`config.mk`:
```
export PLATFORM = sky130hd
export DESIGN_NAME = ipv4_rx_header_check_top
export DESIGN_NICKNAME = d
export VERILOG_FILES = /design/src/hw/rtl/ipv4hc_pkg.sv /design/src/hw/rtl/ipv4hc_front.sv /design/src/hw/rtl/ipv4hc_queue.sv /design/src/hw/rtl/ipv4hc_back.sv /design/src/hw/rtl/ipv4_rx_header_check_top.sv
export SDC_FILE = /design/constraint.sdc
export NUM_CORES = 1
export LEC_CHECK = 0
export BUFFER_PORTS_ARGS = -buffer_cell sky130_fd_sc_hd__buf_2
export CORE_AREA = 2 2 184 222
export DETAILED_ROUTE_END_ITERATION = 8
export DIE_AREA = 0 0 186 224
export GPL_TIMING_DRIVEN = 0
export HOLD_SLACK_MARGIN = 0.15
export PLACE_DENSITY = 0.79
export SLEW_MARGIN = 10
export SYNTH_ARGS = -nofsm -noshare
export SYNTH_HDL_FRONTEND = slang
export SYNTH_SLANG_ARGS = --single-unit
```
`constraint.sdc`:
```
create_clock -name clk_i -period 35.4 [get_ports clk_i]
set_input_delay 7.08 -clock clk_i [delete_from_list [all_inputs] [get_ports clk_i]]
set_output_delay 7.08 -clock clk_i [all_outputs]
set_load 0.005 [all_outputs]
```
`src/hw/rtl/ipv4hc_pkg.sv`:
```
// shared types, constants and helpers of the ipv4 receive header check
package ipv4hc_pkg;

  // header geometry
  localparam int unsigned HdrBytes   = 20;
  localparam int unsigned PosWidth   = 5;
  localparam logic [PosWidth-1:0] LastPos = PosWidth'(HdrBytes - 1);
  localparam logic [15:0] HdrBytes16 = 16'(HdrBytes);

  // header byte positions of interest
  localparam logic [PosWidth-1:0] PosVerIhl   = 5'd0;
  localparam logic [PosWidth-1:0] PosTotLenLo = 5'd3;
  localparam logic [PosWidth-1:0] PosIdentLo  = 5'd5;
  localparam logic [PosWidth-1:0] PosFlagsLo  = 5'd7;
  localparam logic [PosWidth-1:0] PosProto    = 5'd9;
  localparam logic [PosWidth-1:0] PosSrcFirst = 5'd12;
  localparam logic [PosWidth-1:0] PosSrcLast  = 5'd15;
  localparam logic [PosWidth-1:0] PosDstFirst = 5'd16;

  // field constants
  localparam logic [3:0]  Ipv4Version = 4'd4;
  localparam logic [3:0]  BasicIhl    = 4'd5;
  localparam logic [7:0]  ProtoIcmp   = 8'd1;
  localparam logic [7:0]  ProtoTcp    = 8'd6;
  localparam logic [7:0]  ProtoUdp    = 8'd17;
  localparam logic [15:0] FragMask    = 16'h3fff;
  localparam logic [15:0] OffsetMask  = 16'h1fff;
  localparam logic [15:0] CsumGood    = 16'hffff;

  // default depth of the queue between front and back
  localparam int unsigned QueueDepth = 2;

  // verdict codes
  typedef enum logic [2:0] {
    ST_ACCEPT   = 3'd0,
    ST_SHORT    = 3'd1,
    ST_VERSION  = 3'd2,
    ST_IHL      = 3'd3,
    ST_LENGTH   = 3'd4,
    ST_CHECKSUM = 3'd5,
    ST_DEST     = 3'd6,
    ST_PROTO    = 3'd7
  } status_e;

  // one collected header, handed from front to back
  typedef struct packed {
    logic [15:0] buf_len;
    logic        ver_ok;
    logic        ihl_ok;
    logic [15:0] total_len;
    logic [15:0] ident;
    logic [15:0] flags;
    logic [7:0]  proto;
    logic [31:0] src;
    logic [31:0] dst;
    logic [15:0] csum;
  } hdr_rec_t;

  // front status seen by the top level
  typedef struct packed {
    logic active;
    logic at_last;
  } front_stat_t;

  // ones-complement 16-bit add with end-around carry
  function automatic logic [15:0] ones_add(input logic [15:0] a, input logic [15:0] b);
    logic [16:0] s;
    s = {1'b0, a} + {1'b0, b};
    return s[15:0] + {15'd0, s[16]};
  endfunction

endpackage

```
`src/hw/rtl/ipv4hc_front.sv`:
```
// front part: takes header bytes, sums the checksum and collects the fields
module ipv4hc_front import ipv4hc_pkg::*; (
  input  logic        clk_i,
  input  logic        rst_ni,
  input  logic        accept_i,
  input  logic [7:0]  header_byte_i,
  input  logic        first_byte_i,
  input  logic [15:0] buffer_length_i,
  output logic        push_o,
  output hdr_rec_t    rec_o,
  output front_stat_t stat_o
);

  logic                active_q, active_d;
  logic [PosWidth-1:0] pos_q, pos_d;
  logic [15:0]         sum_q, sum_d;
  logic [7:0]          hi_q, hi_d;
  logic                ver_ok_q, ver_ok_d;
  logic                ihl_ok_q, ihl_ok_d;
  logic [15:0]         buf_q, buf_d;
  logic [15:0]         tl_q, tl_d;
  logic [15:0]         id_q, id_d;
  logic [15:0]         fl_q, fl_d;
  logic [7:0]          proto_q, proto_d;
  logic [31:0]         src_q, src_d;
  logic [31:0]         dst_q, dst_d;

  logic                take;
  logic [PosWidth-1:0] pos_eff;
  logic [15:0]         sum_base;
  logic [15:0]         word;

  // a byte counts when it opens a packet or one is open
  assign take     = accept_i && (first_byte_i || active_q);
  assign pos_eff  = first_byte_i ? '0 : pos_q;
  assign sum_base = first_byte_i ? 16'd0 : sum_q;
  assign word     = {hi_q, header_byte_i};

  // per-byte field capture and checksum
  always_comb begin
    active_d = active_q;
    pos_d    = pos_q;
    sum_d    = sum_q;
    hi_d     = hi_q;
    ver_ok_d = ver_ok_q;
    ihl_ok_d = ihl_ok_q;
    buf_d    = buf_q;
    tl_d     = tl_q;
    id_d     = id_q;
    fl_d     = fl_q;
    proto_d  = proto_q;
    src_d    = src_q;
    dst_d    = dst_q;
    push_o   = 1'b0;
    if (take) begin
      if (first_byte_i) begin
        buf_d = buffer_length_i;
      end
      if (pos_eff[0] == 1'b0) begin
        hi_d  = header_byte_i;
        sum_d = sum_base;
      end else begin
        sum_d = ones_add(sum_base, word);
      end
      case (pos_eff)
        PosVerIhl: begin
          ver_ok_d = (header_byte_i[7:4] == Ipv4Version);
          ihl_ok_d = (header_byte_i[3:0] == BasicIhl);
        end
        PosTotLenLo: tl_d    = word;
        PosIdentLo:  id_d    = word;
        PosFlagsLo:  fl_d    = word;
        PosProto:    proto_d = header_byte_i;
        default: begin
          if (pos_eff >= PosSrcFirst && pos_eff <= PosSrcLast) begin
            src_d = {src_q[23:0], header_byte_i};
          end else if (pos_eff >= PosDstFirst) begin
            dst_d = {dst_q[23:0], header_byte_i};
          end
        end
      endcase
      if (pos_eff == LastPos) begin
        push_o   = 1'b1;
        active_d = 1'b0;
        pos_d    = '0;
      end else begin
        active_d = 1'b1;
        pos_d    = pos_eff + 1'b1;
      end
    end
  end

  // record handed to the queue on the last byte
  always_comb begin
    rec_o.buf_len   = buf_q;
    rec_o.ver_ok    = ver_ok_q;
    rec_o.ihl_ok    = ihl_ok_q;
    rec_o.total_len = tl_q;
    rec_o.ident     = id_q;
    rec_o.flags     = fl_q;
    rec_o.proto     = proto_q;
    rec_o.src       = src_q;
    rec_o.dst       = dst_d;
    rec_o.csum      = sum_d;
  end

  assign stat_o.active  = active_q;
  assign stat_o.at_last = (pos_q == LastPos);

  // control state
  always_ff @(posedge clk_i or negedge rst_ni) begin
    if (!rst_ni) begin
      active_q <= 1'b0;
      pos_q    <= '0;
    end else begin
      active_q <= active_d;
      pos_q    <= pos_d;
    end
  end

  // header fields
  always_ff @(posedge clk_i) begin
    sum_q    <= sum_d;
    hi_q     <= hi_d;
    ver_ok_q <= ver_ok_d;
    ihl_ok_q <= ihl_ok_d;
    buf_q    <= buf_d;
    tl_q     <= tl_d;
    id_q     <= id_d;
    fl_q     <= fl_d;
    proto_q  <= proto_d;
    src_q    <= src_d;
    dst_q    <= dst_d;
  end

endmodule

```
`src/hw/rtl/ipv4hc_queue.sv`:
```
// short queue of collected headers between front and back
module ipv4hc_queue import ipv4hc_pkg::*; #(
  parameter int unsigned Depth = QueueDepth
) (
  input  logic     clk_i,
  input  logic     rst_ni,
  input  logic     push_i,
  input  hdr_rec_t wdata_i,
  input  logic     pop_i,
  output hdr_rec_t rdata_o,
  output logic     full_o,
  output logic     empty_o
);

  localparam int unsigned AddrW = (Depth > 1) ? $clog2(Depth) : 1;
  localparam int unsigned CntW  = $clog2(Depth + 1);

  hdr_rec_t             mem_q [Depth];
  logic [AddrW-1:0]     wptr_q, rptr_q;
  logic [CntW-1:0]      cnt_q;
  logic                 do_push, do_pop;

  assign full_o  = (cnt_q == CntW'(Depth));
  assign empty_o = (cnt_q == '0);
  assign do_push = push_i && !full_o;
  assign do_pop  = pop_i && !empty_o;
  assign rdata_o = mem_q[rptr_q];

  // pointer advance with wrap at any depth
  function automatic logic [AddrW-1:0] next_ptr(input logic [AddrW-1:0] p);
    return (p == AddrW'(Depth - 1)) ? '0 : p + 1'b1;
  endfunction

  // pointers and fill count
  always_ff @(posedge clk_i or negedge rst_ni) begin
    if (!rst_ni) begin
      wptr_q <= '0;
      rptr_q <= '0;
      cnt_q  <= '0;
    end else begin
      if (do_push) begin
        wptr_q <= next_ptr(wptr_q);
      end
      if (do_pop) begin
        rptr_q <= next_ptr(rptr_q);
      end
      if (do_push && !do_pop) begin
        cnt_q <= cnt_q + 1'b1;
      end else if (do_pop && !do_push) begin
        cnt_q <= cnt_q - 1'b1;
      end
    end
  end

  // entry storage
  always_ff @(posedge clk_i) begin
    if (do_push) begin
      mem_q[wptr_q] <= wdata_i;
    end
  end

endmodule

```
`src/hw/rtl/ipv4hc_back.sv`:
```
// back part: runs the header checks and holds the verdict beat
module ipv4hc_back import ipv4hc_pkg::*; (
  input  logic        clk_i,
  input  logic        rst_ni,
  input  hdr_rec_t    rec_i,
  input  logic        empty_i,
  output logic        pop_o,
  input  logic [31:0] local_address_i,
  output logic        out_valid_o,
  input  logic        out_stall_i,
  output logic [2:0]  status_o,
  output logic [7:0]  protocol_number_o,
  output logic [31:0] source_address_o,
  output logic [15:0] payload_length_o,
  output logic [15:0] padding_bytes_o,
  output logic        is_fragment_o,
  output logic        more_fragments_o,
  output logic [12:0] fragment_offset_o,
  output logic [15:0] packet_id_o
);

  logic        valid_q;
  status_e     status_d, status_q;
  logic [7:0]  proto_q;
  logic [31:0] src_q;
  logic [15:0] payload_d, payload_q;
  logic [15:0] padding_d, padding_q;
  logic        frag_q, mf_q;
  logic [12:0] offset_q;
  logic [15:0] id_q;
  logic        proto_known;

  // take the next header when the output slot is free or being drained
  assign pop_o = !empty_i && (!valid_q || !out_stall_i);

  assign proto_known = (rec_i.proto == ProtoTcp) || (rec_i.proto == ProtoIcmp) ||
                       (rec_i.proto == ProtoUdp);

  // checks in priority order, first failure wins
  always_comb begin
    if (rec_i.buf_len < HdrBytes16) begin
      status_d = ST_SHORT;
    end else if (!rec_i.ver_ok) begin
      status_d = ST_VERSION;
    end else if (!rec_i.ihl_ok) begin
      status_d = ST_IHL;
    end else if (rec_i.total_len > rec_i.buf_len) begin
      status_d = ST_LENGTH;
    end else if (rec_i.csum != CsumGood) begin
      status_d = ST_CHECKSUM;
    end else if (rec_i.dst != local_address_i) begin
      status_d = ST_DEST;
    end else if (!proto_known) begin
      status_d = ST_PROTO;
    end else begin
      status_d = ST_ACCEPT;
    end
  end

  // lengths clamp at zero
  assign payload_d = (rec_i.total_len >= HdrBytes16) ? rec_i.total_len - HdrBytes16 : 16'd0;
  assign padding_d = (rec_i.buf_len >= rec_i.total_len) ? rec_i.buf_len - rec_i.total_len
                                                        : 16'd0;

  // output valid
  always_ff @(posedge clk_i or negedge rst_ni) begin
    if (!rst_ni) begin
      valid_q <= 1'b0;
    end else if (pop_o) begin
      valid_q <= 1'b1;
    end else if (!out_stall_i) begin
      valid_q <= 1'b0;
    end
  end

  // verdict payload
  always_ff @(posedge clk_i) begin
    if (pop_o) begin
      status_q  <= status_d;
      proto_q   <= rec_i.proto;
      src_q     <= rec_i.src;
      payload_q <= payload_d;
      padding_q <= padding_d;
      frag_q    <= (rec_i.flags & FragMask) != 16'd0;
      mf_q      <= rec_i.flags[13];
      offset_q  <= rec_i.flags[12:0] & OffsetMask[12:0];
      id_q      <= rec_i.ident;
    end
  end

  assign out_valid_o       = valid_q;
  assign status_o          = status_q;
  assign protocol_number_o = proto_q;
  assign source_address_o  = src_q;
  assign payload_length_o  = payload_q;
  assign padding_bytes_o   = padding_q;
  assign is_fragment_o     = frag_q;
  assign more_fragments_o  = mf_q;
  assign fragment_offset_o = offset_q;
  assign packet_id_o       = id_q;

endmodule

```
`src/hw/rtl/ipv4_rx_header_check_top.sv`:
```
// top level of the ipv4 receive header check
// Takes the 20 header bytes of a received IPv4 packet at one byte per cycle and
// gives one verdict beat per complete header: status, protocol, source, payload
// length, padding to trim and fragment fields. Bytes are taken back to back with
// no gaps; the front part sums the checksum and captures fields byte by byte,
// and the verdict appears once it has passed the header queue and the output
// register of the back part. The input stalls only on a twentieth byte while
// the header queue (FifoDepth entries) is full, which happens only when the
// output side has stalled long enough to back up that many verdicts. A byte
// with no packet open and without the first byte flag is dropped; a first byte
// inside an open packet drops that packet. The user writes local_address via
// cfg_we_i/cfg_wdata_i only while the block is idle; the block does not check.
module ipv4_rx_header_check_top import ipv4hc_pkg::*; #(
  parameter int unsigned FifoDepth = QueueDepth
) (
  input  logic        clk_i,
  input  logic        rst_ni,
  input  logic        in_valid_i,
  output logic        in_stall_o,
  input  logic [7:0]  header_byte_i,
  input  logic        first_byte_i,
  input  logic [15:0] buffer_length_i,
  input  logic        cfg_we_i,
  input  logic [31:0] cfg_wdata_i,
  output logic        out_valid_o,
  input  logic        out_stall_i,
  output logic [2:0]  status_o,
  output logic [7:0]  protocol_number_o,
  output logic [31:0] source_address_o,
  output logic [15:0] payload_length_o,
  output logic [15:0] padding_bytes_o,
  output logic        is_fragment_o,
  output logic        more_fragments_o,
  output logic [12:0] fragment_offset_o,
  output logic [15:0] packet_id_o
);

  logic [31:0] local_address_q;
  logic        in_accept;
  logic        rec_push, rec_pop;
  hdr_rec_t    rec_w, rec_r;
  logic        q_full, q_empty;
  front_stat_t front_stat;

  // local address register
  always_ff @(posedge clk_i or negedge rst_ni) begin
    if (!rst_ni) begin
      local_address_q <= '0;
    end else if (cfg_we_i) begin
      local_address_q <= cfg_wdata_i;
    end
  end

  // hold a completing byte only while the queue has no room
  assign in_stall_o = q_full && front_stat.active && front_stat.at_last && !first_byte_i;
  assign in_accept  = in_valid_i && !in_stall_o;

  ipv4hc_front u_front (
    .clk_i,
    .rst_ni,
    .accept_i        (in_accept),
    .header_byte_i,
    .first_byte_i,
    .buffer_length_i,
    .push_o          (rec_push),
    .rec_o           (rec_w),
    .stat_o          (front_stat)
  );

  ipv4hc_queue #(
    .Depth (FifoDepth)
  ) u_queue (
    .clk_i,
    .rst_ni,
    .push_i  (rec_push),
    .wdata_i (rec_w),
    .pop_i   (rec_pop),
    .rdata_o (rec_r),
    .full_o  (q_full),
    .empty_o (q_empty)
  );

  ipv4hc_back u_back (
    .clk_i,
    .rst_ni,
    .rec_i           (rec_r),
    .empty_i         (q_empty),
    .pop_o           (rec_pop),
    .local_address_i (local_address_q),
    .out_valid_o,
    .out_stall_i,
    .status_o,
    .protocol_number_o,
    .source_address_o,
    .payload_length_o,
    .padding_bytes_o,
    .is_fragment_o,
    .more_fragments_o,
    .fragment_offset_o,
    .packet_id_o
  );

  // no header is ever pushed into a full queue
  a_no_overflow: assert property (@(posedge clk_i) disable iff (!rst_ni)
    !(rec_push && q_full))
    else $error("header pushed into full queue");

  // a completing byte always lands a header in the queue
  a_last_byte_queued: assert property (@(posedge clk_i) disable iff (!rst_ni)
    (in_accept && !first_byte_i && front_stat.active && front_stat.at_last) |=> !q_empty)
    else $error("completed header missing from queue");

  // a waiting header reaches a free output slot in the next cycle
  a_back_drains: assert property (@(posedge clk_i) disable iff (!rst_ni)
    (!q_empty && !out_valid_o) |=> out_valid_o)
    else $error("back part did not take a waiting header");

endmodule

```
==> flow_metrics.py, run 1 <==
metrics = {
    "worst_setup_path": {
        "cp-start-kind": "primary input",
        "reg2reg_depth": 19,
        "crit_fanout": 9,
        "crit_path_end_kind": "output pin",
        "cp.arrival_ps": 8140,
        "critPathRequiredTime_ps": 28320,
        "worstSetupPathType": "primary input to output pin",
    },
    "worst_hold_path": {
        "hold_class": "register to register",
        "holdPathStages": 0,
    },
    "placement": {
        "hpwl_um": 30580,
        "routabilityCongestion": 0.8388,
        "postPlaceCellArea_mm2": 0.02543,
        "portBuffers": 168,
        "dp.cells": 2117,
        "pre_cts_ws_ps": 20210,
    },
    "routing": {
        "routed_via_density": 5.566,
        "drt-initial-drc-count": 875,
        "drt_pass1_iterations": 5,
        "drt_wl_total_um": 45290,
        "ant_nets": 0,
        "routedWlPerCell_um": 20.39,
        "vias": 12363,
        "remaining_drc_errors": 0,
    },
    "clocking": {
        "clockBufferDepth": 3,
        "cts_root_buf": "clkbuf_16",
        "cts_sinks": 613,
        "cts_tree": "yes",
        "htreeDepth": 2,
        "cts_buffers": 55,
        "cts_resized": 0,
        "cts_setup_buffers": 0,
        "postCtsHoldBufs": 0,
        "clk_latency_ps": 580,
        "clk_pin_slew_ps": 60,
    },
    "sta": {
        "setup_viol": 0,
        "fmax_mhz": 65.71,
        "worst_slack_ps": 20180,
        "layout_worst_path_cycle_share_pct": 42.99,
        "worst_slew_pin_slew_ps": 1152,
        "hold_ws_ps": 443.3,
        "tns_ps": 0,
        "slew_headroom_pct": 23.03,
        "min_period_ps": 15220,
        "rsz0062_at_grt": "no",
        "drv_slew": 0,
        "skew_ps": 20.97,
        "hold_viol": 0,
    },
    "synth": {
        "async_flop_share_pct": 7.015,
        "yosysMostFrequentCell": "edfxtp_1",
        "synth_cells": 1378,
        "syn_area_mm2": 0.02354,
        "synth-edff-count": 522,
        "synth_top_area_share_pct": 66.60,
        "synth.avg_cell_area_um2": 17.08,
        "syn_nets": 1483,
        "dominantRegCellSynth": "edfxtp_1",
        "synth_top_area_cell": "edfxtp_1",
        "yosys_warnings": 0,
        "synth_seq_cells": 613,
        "synthDistinctLibCells": 65,
        "synth_common_cells": "edfxtp_1 (522), mux2_2 (149), nor2_1 (64)",
        "yosysSeqAreaShare_pct": 75.25,
        "synth_area_leaders": "edfxtp_1 (67%), mux2_2 (7.1%), dfrtp_1 (4.6%)",
    },
    "floorplanning": {
        "die_area_mm2": 0.04166,
        "rows": 80,
        "core_mm2": 0.03954,
        "die_y_um": 224,
        "start_util_pct": 59.53,
        "die_x_um": 186,
        "ios": 170,
    },
    "layout": {
        "stdcell_count": 2221,
        "diodes": 0,
        "final_layout_size_suffix_gt1_share_pct": 28.26,
        "fin_area_mm2": 0.02726,
        "fin_nets": 1746,
        "areaGrowthSynthToFinish_pct": 15.82,
    },
    "flow_run": {
        "cap_violations": 0,
    },
    "global_routing": {
        "grt_max_degree": 68,
        "grt.overflow.total": 0,
        "grt_pass1_vias": 12506,
        "antenna_found_initial": 1,
        "grt_usage_pct": 22.34,
        "grt_first_pass_wirelength_um": 70220,
    },
    "run_status": {
        "status": "complete, no violations",
    },
    "power": {
        "power.density_mw_per_mm2": 69.35,
        "power.leakage_nw": 9.944,
        "irDropWorstVdd_uv": 47.25,
    },
}
## placed cells by master, fill, tap and decap left out, types with 8 or more instances in the layout
| master | n |
|---|---|
| edfxtp_1 | 522 |
| buf_2 | 190 |
| mux2_2 | 149 |
| nor2_1 | 63 |
| xnor2_1 | 56 |
| clkbuf_16 | 56 |
| mux2i_1 | 52 |
| nand2_1 | 51 |
| dfxtp_1 | 48 |
| dfrtp_1 | 43 |
| ha_1 | 41 |
| a21oi_1 | 34 |
| o21ai_0 | 32 |
| nor2b_1 | 30 |
| buf_4 | 29 |
| clkbuf_1 | 29 |
| nor3_1 | 24 |
| xor2_1 | 22 |
| inv_1 | 18 |
| nand4_1 | 18 |
| nor4_1 | 17 |
| nand3_1 | 15 |
| and3_1 | 11 |
| clkinv_2 | 9 |
| clkbuf_8 | 8 |
## routing by layer
metal  vias up  track usage [%]  wire length [µm]
met5         -                0                11
met4         2            8.484              1579
met3       103            2.894              2003
met2       344            38.30             23060
met1      6123            29.20             18640
li1       5791                -                 -
## cell type report
class                      instances  area [µm²]
fill                            2533       12280
sequential                       613       17710
clock inverter                    23       259.0
inverter                          19       73.82
buffer                            38       190.2
timing repair buffer             206        1190
clock buffer                      81        1575
multi-input combinational        708        5593
tap                              533       666.9
## registers in the layout, indices dropped and copies added, names as in the netlist, 13 cells and up
name	flops
u_front.buf_q	16
u_back.padding_bytes_o	16
u_back.source_address_o	32
u_back.fragment_offset_o	13
u_front.src_q	32
u_front.dst_q	32
u_front.fl_q	14
local_address_q	32
u_back.packet_id_o	16
u_front.id_q	16
u_front.sum_q	16
u_front.tl_q	16
u_queue.mem_q	304
u_back.payload_length_o	16
## kinds of logic after synthesis
logic type                 Yosys count  share of synthesized area, %
AOI/OAI and AO/OA                  120                         3.190
xor gates and xnor gates            79                         2.972
adders and majority gates           43                         2.350
buffers and inverters               57                         1.111
DFF                                613                         75.25
muxes                              201                         9.340
and+or+nand+nor                    265                         5.784
## power by group
group / switching (mW) / internal [mW] / total [mW] / leakage, nW
Combinational: 0.231 / 0.174 / 0.405 / 3.38
Clock: 0.248 / 0.345 / 0.593 / 0.896
Sequential: 0.0225 / 0.870 / 0.892 / 5.66
## critical path, stage by stage
cell and delay, ps:
buf_2 160, nand2b_1 210, nor3_1 290, and3_1 250, buf_2 150
## worst paths after layout
check | from | to | slack, ps
worst max-delay path | first_byte_i | in_stall_o | 20180
min in group asynchronous | rst_ni | local_address_q[2] | 6680
worst min-delay path | u_front.tl_q[5] | u_queue.mem_q[1][125] | 440
worst max register to register | u_queue.rptr_q | u_back.padding_bytes_o[4] | 30090
worst min register to register | u_front.tl_q[5] | u_queue.mem_q[1][125] | 440
max in group asynchronous | rst_ni | u_queue.rptr_q | 28080
## metrics by stage
step / total power [mW] / util (%)
after global placement: 1.303 / 63.34
after floorplan: 1.176 / -
after detailed placement: 1.311 / 64.31
after global routing: 1.972 / 68.95
after CTS: 1.901 / 68.95
final: 1.891 / 68.95
Power figures use the tool's default switching activity.
==> inputs of run 2 (changes only) <==
--- a/config.mk
+++ b/config.mk
@@ -6,12 +6,12 @@
 export NUM_CORES = 1
 export LEC_CHECK = 0
 export BUFFER_PORTS_ARGS = -buffer_cell sky130_fd_sc_hd__buf_2
-export CORE_AREA = 2 2 184 222
+export CORE_AREA = 2 2 194 234
 export DETAILED_ROUTE_END_ITERATION = 8
-export DIE_AREA = 0 0 186 224
+export DIE_AREA = 0 0 196 236
 export GPL_TIMING_DRIVEN = 0
 export HOLD_SLACK_MARGIN = 0.15
-export PLACE_DENSITY = 0.79
+export PLACE_DENSITY = 0.75
 export SLEW_MARGIN = 10
 export SYNTH_ARGS = -nofsm -noshare
 export SYNTH_HDL_FRONTEND = slang
==> constraint.sdc (replaced) <==
create_clock -name clk_i -period 12.2 [get_ports clk_i]
set_input_delay 2.44 -clock clk_i [delete_from_list [all_inputs] [get_ports clk_i]]
set_output_delay 2.44 -clock clk_i [all_outputs]
set_load 0.005 [all_outputs]
==> run 2 against run 1 <==
Combinational power grew to 2.9 times the previous value; sequential power grew to 2.9 times the previous value; total power grew to 2.9 times the previous value; utilization is 7.4 points lower; sequential share of layout area is 0.075 points higher; critical path depth is 17 higher; hold slack worse by 14 ps; flip-flop and latch count stayed put; via count is 0.91% lower; final area is 0.11% lower; die area is 11% higher; clock-buffer cell count is 18 lower.
==> flow_metrics.py, run 2 (synthesis results as in run 1) <==
metrics = {
    "sta": {
        "slew_headroom_pct": 32.83,
        "hold_ws_ps": 429.0,
        "skew_ps": 22.70,
        "tns_ps": 0,
        "worst_slew_pin_slew_ps": 1008,
        "fmax_mhz": 141.4,
        "drv_slew": 0,
        "worst_slack_ps": 5129,
        "hold_viol": 0,
        "setup_viol": 0,
        "min_period_ps": 7071,
        "layout_worst_path_cycle_share_pct": 57.96,
        "rsz0062_at_grt": "no",
    },
    "layout": {
        "diodes": 0,
        "fin_area_mm2": 0.02723,
        "fin_nets": 1733,
        "layout_common_cells": "edfxtp_1 (522), buf_2 (186), mux2_2 (149)",
        "utilization_pct": 61.54,
        "multi_input_area_mm2": 0.005607,
        "seq_area_mm2": 0.01771,
        "regMostFlops": "u_queue.mem_q",
        "areaGrowthSynthToFinish_pct": 15.69,
        "fill_cells": 3191,
        "final_layout_size_suffix_gt1_share_pct": 28.03,
        "layout_commonest_cell": "edfxtp_1",
        "largest_reg_flops": 304,
    },
    "placement": {
        "portBuffers": 168,
        "pre_cts_ws_ps": 4589,
        "postPlaceCellArea_mm2": 0.02545,
        "routabilityCongestion": 0.8524,
        "hpwl_um": 31060,
    },
    "worst_setup_path": {
        "cp.arrival_ps": 7370,
        "critPathRequiredTime_ps": 12500,
        "crit_path_end_kind": "register",
        "worstSetupPathType": "primary input to register",
        "crit_fanout": 10,
        "reg2reg_depth": 19,
        "cp-start-kind": "primary input",
    },
    "clocking": {
        "clk_latency_ps": 610,
        "cts_tree": "yes",
        "cts_setup_buffers": 0,
        "cts_resized": 0,
        "clockBufferDepth": 3,
        "postCtsHoldBufs": 0,
        "cts_sinks": 613,
        "cts_buffers": 54,
        "htreeDepth": 2,
        "cts_root_buf": "clkbuf_16",
        "clk_pin_slew_ps": 70,
    },
    "power": {
        "switching_share_pct": 27.35,
        "power.density_mw_per_mm2": 200.0,
        "irDropWorstVdd_uv": 112.9,
        "power_frac_comb_pct": 21.6,
        "switching_power_mw": 1.490,
        "power_report.internal_total_mw": 3.957,
        "p_seq_share_pct": 47.6,
        "power.leakage_nw": 9.870,
        "pwr-share-clk_pct": 30.8,
    },
    "floorplanning": {
        "die_x_um": 196,
        "ios": 170,
        "die_area_mm2": 0.04626,
        "start_util_pct": 53.20,
        "rows": 85,
        "core_mm2": 0.04424,
        "die_y_um": 236,
    },
    "worst_hold_path": {
        "holdPathStages": 0,
        "hold_class": "register to register",
    },
    "global_routing": {
        "grt_usage_pct": 20.02,
        "antenna_found_initial": 2,
        "grt_max_degree": 68,
        "grt_first_pass_wirelength_um": 70350,
        "grt.overflow.total": 0,
        "grt_pass1_vias": 12495,
    },
    "routing": {
        "routedWlPerCell_um": 20.42,
        "drt-initial-drc-count": 725,
        "drt_pass1_iterations": 5,
        "routed_via_density": 5.474,
        "vias": 12250,
        "ant_nets": 0,
        "remaining_drc_errors": 0,
        "drt_wl_total_um": 45710,
    },
    "flow_run": {
        "cap_violations": 0,
    },
    "run_status": {
        "status": "complete, no violations",
    },
}
[run 2: cell count changes in the layout (fill, tap and decap cells not counted), moves of 2 or more]
cell / before / now
clkbuf_1: 29 / 17
buf_2: 190 / 186
clkinv_8: 1 / 3
clkinv_4: 0 / 3
inv_6: 2 / 0
clkinv_2: 9 / 15
buf_6: 4 / 11
clkbuf_8: 8 / 4
clkinv_1: 4 / 10
clkbuf_16: 56 / 54
buf_8: 0 / 5
buf_4: 29 / 10
[run 2: stage by stage]
| stage | total power, mW | cells |
|---|---|---|
| 2_1_floorplan | 3.412 | 1378 |
| 3_3_place_gp | 3.792 | 2111 |
| 3_5_place_dp | 3.818 | 2137 |
| 4_1_cts | 5.496 | 2238 |
| 5_1_grt | 5.687 | 2238 |
| 6_report | 5.447 | 2238 |
[run 2: final cells by class]
type	instances	share of cell area, %
Buffer	38	0.6985
Clock buffer	63	5.234
Clock inverter	38	1.296
Inverter	19	0.2711
Multi-Input combinational cell	708	20.59
Sequential cell	613	65.05
Tap cell	565	2.596
Timing Repair Buffer	194	4.264
[run 2: power by group through the flow]
stage / registers (mW) / clock network (mW) / logic [mW]
2_1_floorplan: 2.65 / 0 / 0.758
3_3_place_gp: 2.65 / 0 / 1.14
3_5_place_dp: 2.64 / 0 / 1.18
4_1_cts: 2.60 / 1.71 / 1.19
5_1_grt: 2.61 / 1.79 / 1.29
6_report: 2.59 / 1.68 / 1.17
[run 2: worst max-delay path, cell delays in order]
cell      delay (ps)
buf_2            170
clkbuf_1         420
clkbuf_1         460
nor2b_1          110
ha_1             400
and3_2           220
a221oi_2         340
a21oi_2          150
a211o_1          310
a21o_1           230
a21oi_2          170
and2b_2          220
o21ai_0          160
nand2b_1         120
ha_1             240
ha_1             230
nand2_1           90
and4b_1          240
and3_1           230
nand3_1          110
xor2_1           150
o21ai_1          130
[run 2: final timing paths]
check / start / slack [ps] / to
min: u_front.id_q[13] / 430 / u_queue.mem_q[0][117]
min reg2reg: u_front.id_q[13] / 430 / u_queue.mem_q[0][117]
max: first_byte_i / 5130 / u_queue.mem_q[1][14]
max reg2reg: u_queue.rptr_q / 6880 / u_back.padding_bytes_o[1]
min in group asynchronous: rst_ni / 2000 / local_address_q[10]
max in group asynchronous: rst_ni / 9570 / u_front.pos_q[3]
[run 2: layer usage]
layer  global-route usage (%)  share of wire, %  up-vias
li1                         -                 -     5755
met4                    7.828               3.4        4
met1                    25.17                41     6089
met5                        0             0.072        -
met2                    34.66                51      300
met3                    3.517               4.6      102
